[src/rtl/assert_macros.svh]
// Assertion macros used by the output stage of the LED ring heading encoder RTL.
`ifndef ASSERT_MACROS_SVH
`define ASSERT_MACROS_SVH
`ifndef SYNTHESIS
// Property that must hold at every clock edge outside reset.
`define LRHE_ASSERT(lbl, prop, msg) \
  lbl: assert property (@(posedge clk) disable iff (!rst_n) prop) else $error(msg);
// Condition in one cycle implies a consequence in the next.
`define LRHE_ASSERT_NEXT(lbl, ante, cons, msg) \
  lbl: assert property (@(posedge clk) disable iff (!rst_n) (ante) |=> (cons)) else $error(msg);
`else
`define LRHE_ASSERT(lbl, prop, msg)
`define LRHE_ASSERT_NEXT(lbl, ante, cons, msg)
`endif
`endif

[src/rtl/lrhe_pkg.sv]
// Types, constants and helper functions of the LED ring heading encoder.
package lrhe_pkg;

  localparam int RING_MAX = 64;
  localparam int MAX_LEDS = 256;

  localparam int ANGLE_W = 12;
  localparam int COLOR_W = 24;
  localparam int COUNT_W = 7;
  localparam int INDEX_W = 8;
  localparam int WORD_W  = 40;
  localparam int CHAN_W  = 2;
  localparam int SYM_W   = 5;
  localparam int BYTE_W  = 8;
  localparam int RINGS   = 4;
  localparam int TOTAL_W = COUNT_W + 2;
  localparam int PROD_W  = ANGLE_W + COUNT_W;

  localparam int TURN_TENTHS = 3600;
  localparam logic [ANGLE_W-1:0] ANGLE_MAX = ANGLE_W'(TURN_TENTHS - 1);

  // floor(p / 3600) == (p * RECIP) >> RECIP_SHIFT for every p below 2**PROD_W
  localparam int RECIP_SHIFT = 30;
  localparam int RECIP = (2**RECIP_SHIFT + TURN_TENTHS - 1) / TURN_TENTHS;
  localparam int RECIP_W = 19;

  localparam logic [SYM_W-1:0] SYM_ONE  = 5'b11100;
  localparam logic [SYM_W-1:0] SYM_ZERO = 5'b10000;

  // Configuration register indexes
  localparam int REG_W = 3;
  localparam logic [REG_W-1:0] REG_ANGLE     = 3'd0;
  localparam logic [REG_W-1:0] REG_MARKER    = 3'd1;
  localparam logic [REG_W-1:0] REG_FILL      = 3'd2;
  localparam logic [REG_W-1:0] REG_OUTER     = 3'd3;
  localparam logic [REG_W-1:0] REG_MIDDLE    = 3'd4;
  localparam logic [REG_W-1:0] REG_MID_INNER = 3'd5;
  localparam logic [REG_W-1:0] REG_INNER     = 3'd6;

  typedef logic [CHAN_W-1:0] chan_t;
  localparam chan_t CH_GREEN = 2'd0;
  localparam chan_t CH_RED   = 2'd1;
  localparam chan_t CH_BLUE  = 2'd2;

  typedef logic [RINGS-1:0][COUNT_W-1:0] counts_t;

  // Ring lookup result of one LED index
  typedef struct packed {
    logic               in_chain;
    logic               mid_ring;
    logic [COUNT_W-1:0] off;
    logic [COUNT_W-1:0] cnt;
  } loc_t;

  // Ring lookup plus the marker offset of that ring
  typedef struct packed {
    loc_t               loc;
    logic [COUNT_W-1:0] tgt;
  } tgt_t;

  // Marker or fill color of one LED
  typedef struct packed {
    logic               in_chain;
    logic [COLOR_W-1:0] color;
  } pix_t;

  function automatic logic [COUNT_W-1:0] clamp_count(input logic [COUNT_W-1:0] c);
    logic [COUNT_W-1:0] r;
    r = c;
    if (int'(c) > RING_MAX) begin
      r = COUNT_W'(RING_MAX);
    end
    return r;
  endfunction

  // Expand one byte, MSB first, into eight 5-bit line symbols
  function automatic logic [WORD_W-1:0] expand_byte(input logic [BYTE_W-1:0] b);
    logic [WORD_W-1:0] w;
    w = '0;
    for (int i = 0; i < BYTE_W; i++) begin
      w[SYM_W*i +: SYM_W] = b[i] ? SYM_ONE : SYM_ZERO;
    end
    return w;
  endfunction

endpackage

[src/rtl/led_ring_heading_encoder.sv]
// Top level of the LED ring heading encoder: config registers and pipeline.
//
//   channel  direction  handshake            payload
//   in_      input      in_valid / in_stall   in_led_index[7:0]
//   out_     output     out_valid / out_stall out_symbol_word[39:0], out_channel[1:0], out_last
//   cfg_     input      cfg_valid / cfg_ready cfg_index[2:0], cfg_data[23:0]
//
// Each LED index yields three words (green, red, blue), one per cycle while
// out_stall is low; the output word stage takes the next index as the blue word leaves.
// Each index passes the locate, multiply, reciprocal scale, marker select and
// output word stage registers in that order before its first word appears.
// Stalls propagate back stage by stage; stages with no item keep accepting.
// Synchronous active-low reset empties the pipeline and loads the default
// ring counts 60, 48, 40, 32; cfg_ready is always high.
module led_ring_heading_encoder
  import lrhe_pkg::*;
(
  input  logic               clk,
  input  logic               rst_n,
  input  logic               in_valid,
  output logic               in_stall,
  input  logic [INDEX_W-1:0] in_led_index,
  output logic               out_valid,
  input  logic               out_stall,
  output logic [WORD_W-1:0]  out_symbol_word,
  output logic [CHAN_W-1:0]  out_channel,
  output logic               out_last,
  input  logic               cfg_valid,
  output logic               cfg_ready,
  input  logic [REG_W-1:0]   cfg_index,
  input  logic [COLOR_W-1:0] cfg_data
);

  logic [ANGLE_W-1:0] angle_r;
  logic [COLOR_W-1:0] marker_r;
  logic [COLOR_W-1:0] fill_r;
  counts_t            counts_r;

  logic loc_ready;
  logic loc_valid;
  loc_t loc;
  logic tgt_ready;
  logic tgt_valid;
  tgt_t tgt;
  logic pix_ready;
  logic pix_valid;
  pix_t pix;
  chan_t chan;

  assign cfg_ready = 1'b1;

  always_ff @(posedge clk) begin
    if (!rst_n) begin
      angle_r     <= '0;
      marker_r    <= '0;
      fill_r      <= '0;
      counts_r[0] <= COUNT_W'(60);
      counts_r[1] <= COUNT_W'(48);
      counts_r[2] <= COUNT_W'(40);
      counts_r[3] <= COUNT_W'(32);
    end else if (cfg_valid && cfg_ready) begin
      unique case (cfg_index)
        REG_ANGLE:     angle_r     <= cfg_data[ANGLE_W-1:0];
        REG_MARKER:    marker_r    <= cfg_data;
        REG_FILL:      fill_r      <= cfg_data;
        REG_OUTER:     counts_r[0] <= cfg_data[COUNT_W-1:0];
        REG_MIDDLE:    counts_r[1] <= cfg_data[COUNT_W-1:0];
        REG_MID_INNER: counts_r[2] <= cfg_data[COUNT_W-1:0];
        REG_INNER:     counts_r[3] <= cfg_data[COUNT_W-1:0];
        default: ;
      endcase
    end
  end

  assign in_stall = !loc_ready;

  lrhe_locate u_locate (
    .clk        (clk),
    .rst_n      (rst_n),
    .counts     (counts_r),
    .up_valid   (in_valid),
    .up_ready   (loc_ready),
    .up_index   (in_led_index),
    .down_valid (loc_valid),
    .down_ready (tgt_ready),
    .down_loc   (loc)
  );

  lrhe_target u_target (
    .clk        (clk),
    .rst_n      (rst_n),
    .angle      (angle_r),
    .up_valid   (loc_valid),
    .up_ready   (tgt_ready),
    .up_loc     (loc),
    .down_valid (tgt_valid),
    .down_ready (pix_ready),
    .down_tgt   (tgt)
  );

  logic mark_ready;

  lrhe_mark u_mark (
    .clk          (clk),
    .rst_n        (rst_n),
    .marker_color (marker_r),
    .fill_color   (fill_r),
    .up_valid     (tgt_valid),
    .up_ready     (pix_ready),
    .up_tgt       (tgt),
    .down_valid   (pix_valid),
    .down_ready   (mark_ready),
    .down_pix     (pix)
  );

  lrhe_serial u_serial (
    .clk             (clk),
    .rst_n           (rst_n),
    .up_valid        (pix_valid),
    .up_ready        (mark_ready),
    .up_pix          (pix),
    .out_valid       (out_valid),
    .out_stall       (out_stall),
    .out_symbol_word (out_symbol_word),
    .out_channel     (chan),
    .out_last        (out_last)
  );

  assign out_channel = chan;

endmodule

[src/rtl/lrhe_locate.sv]
// Stage one: find the ring, offset and clamped count of an LED index.
module lrhe_locate
  import lrhe_pkg::*;
(
  input  logic               clk,
  input  logic               rst_n,
  input  counts_t            counts,
  input  logic               up_valid,
  output logic               up_ready,
  input  logic [INDEX_W-1:0] up_index,
  output logic               down_valid,
  input  logic               down_ready,
  output loc_t               down_loc
);

  logic               v_r;
  loc_t               loc_r;
  loc_t               loc_nxt;
  counts_t            cl;
  logic [TOTAL_W-1:0] b1;
  logic [TOTAL_W-1:0] b2;
  logic [TOTAL_W-1:0] b3;
  logic [TOTAL_W-1:0] sum;
  logic [TOTAL_W-1:0] total;
  logic [TOTAL_W-1:0] idx;
  logic [TOTAL_W-1:0] base;

  always_comb begin
    for (int r = 0; r < RINGS; r++) begin
      cl[r] = clamp_count(counts[r]);
    end
    idx = TOTAL_W'(up_index);
    b1  = TOTAL_W'(cl[0]);
    b2  = b1 + TOTAL_W'(cl[1]);
    b3  = b2 + TOTAL_W'(cl[2]);
    sum = b3 + TOTAL_W'(cl[3]);
    total = (int'(sum) > MAX_LEDS) ? TOTAL_W'(MAX_LEDS) : sum;

    loc_nxt.in_chain = idx < total;
    loc_nxt.mid_ring = 1'b0;
    // an empty ring never wins for an index in the chain: its range is empty and the index falls to a later ring
    priority if (idx < b1) begin
      base        = '0;
      loc_nxt.cnt = cl[0];
    end else if (idx < b2) begin
      base             = b1;
      loc_nxt.cnt      = cl[1];
      loc_nxt.mid_ring = 1'b1;
    end else if (idx < b3) begin
      base        = b2;
      loc_nxt.cnt = cl[2];
    end else begin
      base        = b3;
      loc_nxt.cnt = cl[3];
    end
    loc_nxt.off = COUNT_W'(idx - base);
  end

  assign up_ready   = !v_r || down_ready;
  assign down_valid = v_r;
  assign down_loc   = loc_r;

  always_ff @(posedge clk) begin
    if (!rst_n) begin
      v_r <= 1'b0;
    end else if (up_ready) begin
      v_r <= up_valid;
    end
  end

  always_ff @(posedge clk) begin
    if (up_ready && up_valid) begin
      loc_r <= loc_nxt;
    end
  end

endmodule

[src/rtl/lrhe_target.sv]
// Stages two and three: marker offset floor(angle * count / 3600) of the ring, angle capped at 3599.
module lrhe_target
  import lrhe_pkg::*;
(
  input  logic               clk,
  input  logic               rst_n,
  input  logic [ANGLE_W-1:0] angle,
  input  logic               up_valid,
  output logic               up_ready,
  input  loc_t               up_loc,
  output logic               down_valid,
  input  logic               down_ready,
  output tgt_t               down_tgt
);

  logic                      prod_v_r;
  loc_t                      prod_loc_r;
  logic [PROD_W-1:0]         prod_r;
  logic                      q_v_r;
  tgt_t                      q_r;
  logic                      prod_ready;
  logic [ANGLE_W-1:0]        a_sat;
  logic [PROD_W+RECIP_W-1:0] scaled;

  assign a_sat  = (angle > ANGLE_MAX) ? ANGLE_MAX : angle;
  assign scaled = (PROD_W+RECIP_W)'(prod_r) * (PROD_W+RECIP_W)'(RECIP);

  assign prod_ready = !q_v_r || down_ready;
  assign up_ready   = !prod_v_r || prod_ready;
  assign down_valid = q_v_r;
  assign down_tgt   = q_r;

  always_ff @(posedge clk) begin
    if (!rst_n) begin
      prod_v_r <= 1'b0;
      q_v_r    <= 1'b0;
    end else begin
      if (up_ready) begin
        prod_v_r <= up_valid;
      end
      if (prod_ready) begin
        q_v_r <= prod_v_r;
      end
    end
  end

  always_ff @(posedge clk) begin
    if (up_ready && up_valid) begin
      prod_loc_r <= up_loc;
      prod_r     <= PROD_W'(a_sat) * PROD_W'(up_loc.cnt);
    end
    if (prod_ready && prod_v_r) begin
      q_r.loc <= prod_loc_r;
      q_r.tgt <= scaled[RECIP_SHIFT +: COUNT_W];
    end
  end

endmodule

[src/rtl/lrhe_mark.sv]
// Stage four: marker decision with middle ring neighbors, and color choice.
module lrhe_mark
  import lrhe_pkg::*;
(
  input  logic               clk,
  input  logic               rst_n,
  input  logic [COLOR_W-1:0] marker_color,
  input  logic [COLOR_W-1:0] fill_color,
  input  logic               up_valid,
  output logic               up_ready,
  input  tgt_t               up_tgt,
  output logic               down_valid,
  input  logic               down_ready,
  output pix_t               down_pix
);

  logic               v_r;
  pix_t               pix_r;
  logic [COUNT_W-1:0] prev_off;
  logic [COUNT_W-1:0] next_off;
  logic               marker;

  always_comb begin
    // wrap the neighbors around the ring; the target is below the count of any non-empty ring
    prev_off = (up_tgt.tgt == '0) ? up_tgt.loc.cnt - COUNT_W'(1)
                                  : up_tgt.tgt - COUNT_W'(1);
    next_off = (up_tgt.tgt + COUNT_W'(1) == up_tgt.loc.cnt) ? '0
                                                             : up_tgt.tgt + COUNT_W'(1);
    marker = up_tgt.loc.in_chain &&
             ((up_tgt.loc.off == up_tgt.tgt) ||
              (up_tgt.loc.mid_ring &&
               ((up_tgt.loc.off == prev_off) || (up_tgt.loc.off == next_off))));
  end

  assign up_ready   = !v_r || down_ready;
  assign down_valid = v_r;
  assign down_pix   = pix_r;

  always_ff @(posedge clk) begin
    if (!rst_n) begin
      v_r <= 1'b0;
    end else if (up_ready) begin
      v_r <= up_valid;
    end
  end

  always_ff @(posedge clk) begin
    if (up_ready && up_valid) begin
      pix_r.in_chain <= up_tgt.loc.in_chain;
      pix_r.color    <= marker ? marker_color : fill_color;
    end
  end

endmodule

[src/rtl/lrhe_serial.sv]
// Output stage: send one color as green, red and blue symbol words.
`include "assert_macros.svh"
module lrhe_serial
  import lrhe_pkg::*;
(
  input  logic              clk,
  input  logic              rst_n,
  input  logic              up_valid,
  output logic              up_ready,
  input  pix_t              up_pix,
  output logic              out_valid,
  input  logic              out_stall,
  output logic [WORD_W-1:0] out_symbol_word,
  output chan_t             out_channel,
  output logic              out_last
);

  logic              ser_v_r;
  chan_t             ch_r;
  pix_t              pix_r;
  logic              accept;
  logic              done;
  logic [BYTE_W-1:0] sel_byte;

  assign accept   = ser_v_r && !out_stall;
  assign done     = accept && (ch_r == CH_BLUE);
  assign up_ready = !ser_v_r || done;

  always_comb begin
    unique case (ch_r)
      CH_GREEN: sel_byte = pix_r.color[15:8];
      CH_RED:   sel_byte = pix_r.color[23:16];
      CH_BLUE:  sel_byte = pix_r.color[7:0];
      default:  sel_byte = '0;
    endcase
  end

  // past the end of the chain: send latch symbols
  assign out_symbol_word = pix_r.in_chain ? expand_byte(sel_byte) : '0;
  assign out_channel     = ch_r;
  assign out_last        = (ch_r == CH_BLUE);
  assign out_valid       = ser_v_r;

  always_ff @(posedge clk) begin
    if (!rst_n) begin
      ser_v_r <= 1'b0;
      ch_r    <= CH_GREEN;
    end else begin
      if (up_ready) begin
        ser_v_r <= up_valid;
      end
      if (done) begin
        ch_r <= CH_GREEN;
      end else if (accept) begin
        ch_r <= ch_r + 2'd1;
      end
    end
  end

  always_ff @(posedge clk) begin
    if (up_ready && up_valid) begin
      pix_r <= up_pix;
    end
  end

  `LRHE_ASSERT(a_idle_green, !ser_v_r |-> (ch_r == CH_GREEN), "word counter moved while empty")
  `LRHE_ASSERT_NEXT(a_word_step, accept && (ch_r != CH_BLUE), ser_v_r && (ch_r == $past(ch_r) + 2'd1), "word not advanced")
  `LRHE_ASSERT_NEXT(a_retire, done && !up_valid, !ser_v_r && (ch_r == CH_GREEN), "item not retired after blue word")

endmodule

[config.mk]
export PLATFORM = sky130hd
export DESIGN_NAME = led_ring_heading_encoder
export DESIGN_NICKNAME = d
export VERILOG_FILES = /design/src/rtl/lrhe_pkg.sv /design/src/rtl/led_ring_heading_encoder.sv /design/src/rtl/lrhe_locate.sv /design/src/rtl/lrhe_target.sv /design/src/rtl/lrhe_mark.sv /design/src/rtl/lrhe_serial.sv
export VERILOG_INCLUDE_DIRS = /design/src /design/src/rtl
export SDC_FILE = /design/constraint.sdc
export NUM_CORES = 1
export LEC_CHECK = 0
export ABC_AREA = 1
export BUFFER_PORTS_ARGS = -buffer_cell sky130_fd_sc_hd__buf_2
export CORE_MARGIN = 3
export CORE_UTILIZATION = 55
export DETAILED_ROUTE_END_ITERATION = 7
export PLACE_DENSITY = 0.73
export SYNTH_ARGS = -nofsm -noshare
export SYNTH_HDL_FRONTEND = slang
export SYNTH_HIERARCHICAL = 1
export SYNTH_SLANG_ARGS = --single-unit
export TNS_END_PERCENT = 100
[constraint.sdc]
create_clock -name clk -period 9.6 [get_ports clk]
set_clock_uncertainty 0.05 [all_clocks]
set_input_delay 0.48 -clock clk [delete_from_list [all_inputs] [get_ports clk]]
set_output_delay 0.48 -clock clk [all_outputs]
set_load 0.005 [all_outputs]
# ---- After elaboration in Yosys (flattened, before gate mapping)
# Cells that the tools add are included.
dict set report totals {
  elab_cells 124
  reg_bits 219
  output_inout_bits 46
  inputBits 40
}
dict set report classes {
  mux 26
  n_eq_ne 12
  add_sub_neg 8
  bitwise 1
  reduce_logical 34
  magnitude_cmp 10
  mul 2
}
# operator count
set ops {}
lappend ops {{7-bit 2-to-1 mux} 12}
lappend ops {{40-bit 2-to-1 mux} 1}
lappend ops {{19-bit by 18-bit multiplier with 36-bit output, second input constant} 1}
lappend ops {{4-bit 2-to-1 mux} 8}
lappend ops {{7-bit equality test} 4}
lappend ops {{7-bit greater-than comparator, second input constant} 4}
lappend ops {{24-bit 2-to-1 mux} 1}
lappend ops {{8-bit one-hot mux with 3 select lines} 1}
lappend ops {{12-bit by 7-bit multiplier with 19-bit output} 1}
lappend ops {{8-bit by 9-bit < comparator with 1-bit output} 2}
lappend ops {{2-bit AND reduction} 7}
lappend ops {{7-bit by 1-bit subtractor with 7-bit output, second input constant} 2}
lappend ops {{12-bit greater-than comparator, second input constant} 1}
lappend ops {{12-bit 2-to-1 mux} 1}
lappend ops {{8-bit by 7-bit adder with 9-bit output} 1}
lappend ops {{9-bit by 7-bit adder with 9-bit output} 1}
lappend ops {{3-bit equality test, second input constant} 3}
lappend ops {{9-bit greater-than comparator, second input constant} 1}
lappend ops {{1-bit logical AND} 9}
lappend ops {{9-bit 2-to-1 mux} 1}
lappend ops {{7-bit by 7-bit adder with 8-bit output} 1}
lappend ops {{8-bit by 7-bit < comparator with 1-bit output} 1}
lappend ops {{8-bit < comparator} 1}
lappend ops {{7-bit by 1-bit adder with 7-bit output, second input constant} 1}
lappend ops {{other kinds (14)} 27}

# ---- Depth between registers and ports, before layout
# Gate-level depths: netlist of run 1.
dict set report logic_depth {
  depth_word 9
  mapped_depth 42
  depth_no_buf 42
}

# ---- Hierarchy
# Netlist of run 1, hierarchy kept.
# module cells_each seq_area_each_um2 area_per_inst_um2 n_inst
set by_module_without_submodules {}
lappend by_module_without_submodules {lrhe_target 1114 1781.7 10043.4 1}
lappend by_module_without_submodules {led_ring_heading_encoder 513 1761.7 3543.4 1}
lappend by_module_without_submodules {lrhe_locate 446 500.5 3041.7 1}
lappend by_module_without_submodules {lrhe_mark 299 770.7 2064.5 1}
lappend by_module_without_submodules {lrhe_serial 136 810.8 1416.4 1}

# ---- Worst setup path before layout of run 1
# No wires, ideal clock.
dict set report synth_timing {
  path_kind {register -> register}
  start {register counts_r[9] (netlist bit)}
  end {register u_locate.loc_r (netlist bit u_locate/down_loc[13]) (data pin)}
  setup_slack_ns 3.915
  t_arrival_ns 5.386
  synth_period_minus_slack_ns 5.685
  path_stages_with_launch 41
  setup_ns 0.249
  path_cell_list {dfxtp_1 nor4_1 nand3_1 nand2_1 inv_1 nor2_1 ha_1 inv_1 fa_1 o21ai_2 xnor2_1 inv_1 ha_1 inv_1 xor2_1 ha_1 nand2_1 inv_1 [5 not listed] inv_1 nand2_1 nand2_2 nand2_4 buf_6 a21oi_1 o21ai_1 o21ai_0 ha_1 fa_1 o21ai_0 a21oi_1 nor2_1 nor2_1 xor2_1 nand3b_1 nand2_1 inv_1}
}
# element line
set synth_lines {}
lappend synth_lines {{start: declaration} led_ring_heading_encoder.sv:37} ;# counts_t counts_r;
lappend synth_lines {{end signal: assignment} lrhe_locate.sv:73} ;# loc_r <= loc_nxt;
lappend synth_lines {{end: declaration} lrhe_locate.sv:17} ;# loc_t loc_r;

==> impl_metrics.csv, run 1 <==
group,metric,value,unit
outcome,status,"finished clean",
min_path,worstHoldPathType,"in2reg",
critical_path,cp_slowest_stage_delay,0.43,ns
place,portBuffers,68,
synthesis,yosysMostFrequentCell,"nand2_1",
clock_tree,clkSlewWorstSetupHoldPaths,0.06,ns
final_layout,nets,2970,
timing,hold_violations,0,
clock_tree,hold_buffers,0,
critical_path,critPathKind,"reg2reg",
clock_tree,clk_latency,0.52,ns
final_layout,multi_input_area,12300,µm²
final_layout,seq_area,5630,µm²
timing,setup_ws,3.09,ns
global_route,grt_pass1_wl,77500,µm
power_and_ir_drop,ir_worst_vdd,0.203,mV
routing,num_vias,15986,
timing,period_share,0.678,
power_and_ir_drop,p_per_area,211,nW/µm²
timing,slew_headroom,0.300,
floorplan,die_width,197,µm
timing,report.final.slew_viol_count,0,
synthesis,seq_area_frac_synth,0.280,
critical_path,endpoint_kind,"flip-flop",
synthesis,synth_top_area_frac,0.185,
final_layout,fin_util,0.598,
final_layout,fin_cells,3024,
power_and_ir_drop,p_comb_frac,0.546,
synthesis,synth-seq-cells,219,
timing,clock.fmax,154,MHz
synthesis,synth_common_cells,"563 x nand2_1, 428 x inv_1, 312 x nor2_1",
power_and_ir_drop,power_frac_clock,0.203,
global_route,antenna_found_initial,0,
global_route,grt_max_degree,94,
run,cap_violations,0,
power_and_ir_drop,switching_share,0.441,
clock_tree,cts_setup_buffers,0,
timing,rsz0062_at_grt,"false",
floorplan,fp.dieH,197,µm
final_layout,drive_gt1_frac,0.0812,
synthesis,synthArstFlopShare,0,
routing,wl,47100,µm
clock_tree,cts.sinks,219,
floorplan,rows,69,
global_route,overflow,0,
critical_path,cp.required,9.84,ns
synthesis,avgSynthCellArea,8.02,µm²
synthesis,yosys.area.top_type,"edfxtp_1",
place,placed_area,20600,µm²
timing,worst_hold_slack,0.139,ns
timing,worstMarginPinSlew,1.05,ns
timing,tns,0,ns
place,dp_cells,2979,
final_layout,nFillCells,3209,
synthesis,ys_warn_count,6,
routing,routedWlPerCell,15.6,µm
power_and_ir_drop,p_total,4.52,mW
final_layout,design_area,21400,µm²
place,hpwl,38100,µm
routing,drc,0,
global_route,gr-usage-all-layers,0.245,
global_route,grt_pass1_vias,15585,
synthesis,synthFlopType,"edfxtp_1",
routing,viasPerCell,5.29,
timing,period_needed,6.51,ns
timing,finalSetupViolations,0,
floorplan,core,35800,µm²
synthesis,synth_edf_count,124,
clock_tree,cts_buffers,24,
synthesis,synthTopCellsByArea,"edfxtp_1 19%, ha_1 16%, fa_1 13%",
floorplan,die-area,38900,µm²
routing,ant_nets,0,
routing,drt_iter0_drc,1051,
power_and_ir_drop,p_int,2.53,mW
power_and_ir_drop,seqPwrFrac,0.251,
critical_path,path_max_fanout,17,
clock_tree,h-tree-depth,1,
critical_path,r2r_slack,3.09,ns
synthesis,netlist_area,20100,µm²
clock_tree,cts-root-buf,"clkbuf_16",
clock_tree,cts_max_path_buffers,3,
clock_tree,cts_tree,"yes",
floorplan,initial_core_util,0.561,
critical_path,critPathArrivalTime,6.74,ns
place,globalplace.congestion,0.953,
clock_tree,cts_resized,0,
power_and_ir_drop,p_leak,11.2,nW
final_layout,syn2layout_area_growth,6.50,%
floorplan,num_io_pins,86,
place,pre_cts_slack,3.22,ns
synthesis,syn_inst,2508,
critical_path,cp_common_cell,"nand2_1",
critical_path,crit_slowest_cell,"fa_1",
routing,first_pass_iters,5,
critical_path,critPathLaunchType,"flip-flop",
synthesis,synth.distinct_cells,51,
power_and_ir_drop,power.net_switching,1.99,mW
## metal layers
metal	routed length, µm	vias up	global-route usage
met5	0	-	0
met4	961	0	0.0502
met3	2730	62	0.0302
met2	21700	423	0.403
met1	21700	7549	0.351
li1	-	7952	-
## worst paths after layout
path,from,to,cells after the start
min,cfg_data[2],counts_r[2]$_SDFFE_PN1P_,3
max,counts_r[9]$_SDFFE_PN0P_,u_locate/down_loc[13]$_DFFE_PP_,38
min reg2reg,u_mark/down_pix[18]$_DFFE_PP_,u_serial/pix_r[18]$_DFFE_PP_,0
max reg2reg,counts_r[9]$_SDFFE_PN0P_,u_locate/down_loc[13]$_DFFE_PP_,38
## power groups by stage
stage / registers, mW / clock network [mW] / logic (mW)
after global placement: 1.15 / 0 / 2.37
after detailed placement: 1.15 / 0 / 2.42
after CTS: 1.13 / 0.937 / 2.45
final: 1.13 / 0.916 / 2.47
after floorplan: 1.12 / 0 / 1.85
after global routing: 1.14 / 0.971 / 2.86
## cell usage in the layout, fill, tap and decap left out, types with 8 or more instances in the layout
cell | Yosys | routed
nand2_1 | 563 | 563
inv_2 | 13 | 13
a21o_1 | 8 | 8
inv_1 | 428 | 428
fa_1 | 135 | 135
dfxtp_1 | 95 | 95
conb_1 | 2 | 17
nand3_1 | 202 | 202
o21ai_1 | 13 | 13
a21oi_1 | 73 | 70
nor2_1 | 312 | 310
o21ai_0 | 32 | 32
edfxtp_1 | 124 | 124
nor3_1 | 8 | 8
clkbuf_16 | 0 | 26
nand3_2 | 9 | 9
nand2_2 | 18 | 18
xor2_1 | 26 | 26
ha_1 | 251 | 251
nand4_1 | 13 | 13
xnor2_1 | 15 | 15
buf_2 | 21 | 68
nor2_2 | 10 | 12
buf_4 | 42 | 9
a21oi_2 | 7 | 10
## area by class of cell
cell class                 count  area share
timing repair buffer          77      0.0190
tap                          461      0.0269
multi-input combinational   1778       0.576
clock inverter                14     0.00573
antenna                        1    0.000117
clock buffer                  30      0.0317
sequential                   219       0.263
inverter                     444      0.0779
## logic make-up after synthesis
kind of cell,after synthesis,synth area share
simple gates,1168,0.252
buf+inv,526,0.111
fa+ha+maj,386,0.291
flops,219,0.280
compound gates,166,0.0490
xor+xnor,41,0.0179
other cells,2,0.000373
## critical path: cells and delay by family (launching register included)
| kind | cells | cell delay, ns |
|---|---|---|
| AO/OA/AOI/OAI | 7 | 1.04 |
| XOR/XNOR | 3 | 0.67 |
| adder cells (fa/ha/maj) | 6 | 1.90 |
| buffers and inverters | 4 | 0.21 |
| flip-flops | 1 | 0.33 |
| AND/OR/NAND/NOR | 18 | 2.08 |
## flip-flops by register name, summed over array words and instances, names as in the netlist, 2 cells and up
name,count
u_serial/out_channel,2
counts_r,28
u_mark/down_pix,25
u_target/prod_loc_r,16
fill_r,24
u_target/down_tgt,23
u_serial/pix_r,25
angle_r,12
marker_r,24
u_target/prod_r,19
u_locate/down_loc,16
Power figures use the tool's default switching activity.
==> run 2, diff against run 1 <==
--- a/config.mk
+++ b/config.mk
@@ -11,7 +11,7 @@
 export CORE_MARGIN = 3
 export CORE_UTILIZATION = 55
 export DETAILED_ROUTE_END_ITERATION = 7
-export PLACE_DENSITY = 0.73
+export PLACE_DENSITY = 0.76
 export SYNTH_ARGS = -nofsm -noshare
 export SYNTH_HDL_FRONTEND = slang
 export SYNTH_HIERARCHICAL = 1
==> constraint.sdc (replaced) <==
create_clock -name clk -period 5.75 [get_ports clk]
set_clock_uncertainty 0.05 [all_clocks]
set_input_delay 0.2875 -clock clk [delete_from_list [all_inputs] [get_ports clk]]
set_output_delay 0.2875 -clock clk [all_outputs]
set_load 0.005 [all_outputs]
==> run 2 against run 1 <==
  * The run now ends with setup timing left
  * Sequential power grew 67%
  * Combinational power rose by 73%
  * Worst setup slack lost 3.2 ns
  * Worst hold slack lost 0.11 ns
  * Critical path type unchanged
  * Critical endpoint unchanged
==> impl_metrics.csv, run 2 (synthesis gave the netlist of run 1 again) <==
group,metric,value,unit
timing,setup_ws,-0.0615,ns
final_layout,largest_reg_flops,28,
critical_path,critPathArrivalTime,6.03,ns
power_and_ir_drop,ir_worst_vdd,0.233,mV
power_and_ir_drop,p_per_area,350,nW/µm²
clock_tree,clkSlewWorstSetupHoldPaths,0.06,ns
critical_path,cp_slowest_stage_delay,0.45,ns
clock_tree,clk_latency,0.52,ns
final_layout,regMostFlops,"counts_r",
final_layout,final_common_cell,"nand2_1",
final_layout,syn2layout_area_growth,10.1,%
routing,num_vias,16325,
place,placed_area,20900,µm²
clock_tree,h-tree-depth,1,
final_layout,layout_common_cells,"556 x nand2_1, 421 x inv_1, 308 x nor2_1, 244 x ha_1, 200 x nand3_1",
routing,wl,48300,µm
timing,period_share,1.01,
timing,rsz0062_at_grt,"true",
timing,clock.fmax,172,MHz
global_route,gr-usage-all-layers,0.246,
final_layout,antenna_cells,0,
clock_tree,cts-root-buf,"clkbuf_16",
final_layout,fin_util,0.618,
routing,first_pass_iters,5,
min_path,worstHoldPathType,"in2reg",
final_layout,nFillCells,3062,
timing,slew_headroom,0.277,
timing,worstMarginPinSlew,1.08,ns
place,hpwl,38500,µm
routing,routedWlPerCell,15.7,µm
critical_path,critPathKind,"reg2reg",
critical_path,crit_slowest_cell,"fa_2",
global_route,antenna_found_initial,0,
clock_tree,cts_max_path_buffers,3,
floorplan,rows,69,
timing,finalSetupViolations,1,
floorplan,fp.dieH,197,µm
routing,drt_iter0_drc,1134,
critical_path,cp.required,5.97,ns
place,portBuffers,68,
clock_tree,cts_tree,"yes",
routing,drc,0,
floorplan,die-area,38900,µm²
outcome,violations,"setup timing",
floorplan,num_io_pins,86,
outcome,status,"complete, but fails checks",
floorplan,initial_core_util,0.561,
timing,hold_violations,0,
global_route,overflow,0,
critical_path,endpoint_kind,"flip-flop",
critical_path,path_max_fanout,5,
routing,viasPerCell,5.31,
final_layout,drive_gt1_frac,0.117,
floorplan,core,35800,µm²
power_and_ir_drop,p_leak,11.5,nW
place,globalplace.congestion,0.958,
clock_tree,cts_buffers,24,
routing,ant_nets,0,
global_route,grt_pass1_wl,78000,µm
floorplan,die_width,197,µm
timing,worst_hold_slack,0.0280,ns
critical_path,critPathLaunchType,"flip-flop",
run,cap_violations,0,
timing,report.final.slew_viol_count,0,
final_layout,nets,3023,
global_route,grt_pass1_vias,15717,
final_layout,design_area,22100,µm²
clock_tree,cts.sinks,219,
timing,period_needed,5.81,ns
global_route,grt_max_degree,94,
run 2: worst paths after layout:
kind                                    start  cells past startpoint                          endpoint  slack (ns)
max reg2reg         counts_r[12]$_SDFFE_PN1P_                     40   u_locate/down_loc[13]$_DFFE_PP_       -0.06
max                 counts_r[12]$_SDFFE_PN1P_                     40   u_locate/down_loc[13]$_DFFE_PP_       -0.06
min reg2reg  u_target/prod_loc_r[2]$_DFFE_PP_                      0    u_target/down_tgt[9]$_DFFE_PP_        0.36
min                                  in_valid                      3  u_locate/down_valid$_SDFFE_PN0N_        0.03
run 2: what timing repair did:
action / CTS / global route
setup buffers: 2 / 10
setup endpoints to repair: 2 / 5
hold endpoints to repair: 5 / 0
hold buffers: 3 / 0
gates resized for setup: 12 / 55
pin swaps: 3 / 35
run 2: routing by layer:
metal  routed length (µm)  global-route usage
met5                    0                   0
met3                 2700              0.0304
met4                 1350              0.0681
met2                22800               0.409
met1                21400               0.342
run 2: layout make-up:
class / instances / area (µm²) / area share
clock inverters: 14 / 189 / 0.00853
well taps: 461 / 577 / 0.0261
flip-flops and latches: 219 / 5630 / 0.254
multi-input cells: 1778 / 12600 / 0.570
clock buffers: 30 / 623 / 0.0281
inverters: 444 / 1670 / 0.0754
repair buffers: 130 / 837 / 0.0378
run 2: per-stage QoR:
stage               setup WS [ns]  TNS [ns]  total power [mW]  cells
global route               -0.445    -0.857              8.49   3076
finish                    -0.0615   -0.0615              7.74   3076
CTS                        0.0330         0              7.64   3066
global placement           -0.100    -0.100              5.92   3017
detailed placement         -0.316    -0.316              6.02   3017
floorplan                  0.0651         0              4.96   2523
run 2: worst max-delay path, delay by kind of cell, from the launching register on:
family / cells / cell delay [ns]
AND/OR/NAND/NOR: 18 / 1.80
adder cells (fa/ha/maj): 6 / 1.79
AO/OA/AOI/OAI: 7 / 0.85
buffers and inverters: 7 / 0.43
flip-flops: 1 / 0.32
XOR/XNOR: 2 / 0.30
run 2: report_power, final:
part	internal, mW	leakage [nW]	switching [mW]	total, mW
sequential	1.79	1.94	0.104	1.89
clock	0.952	0.382	0.615	1.57
combinational	1.63	9.14	2.65	4.28
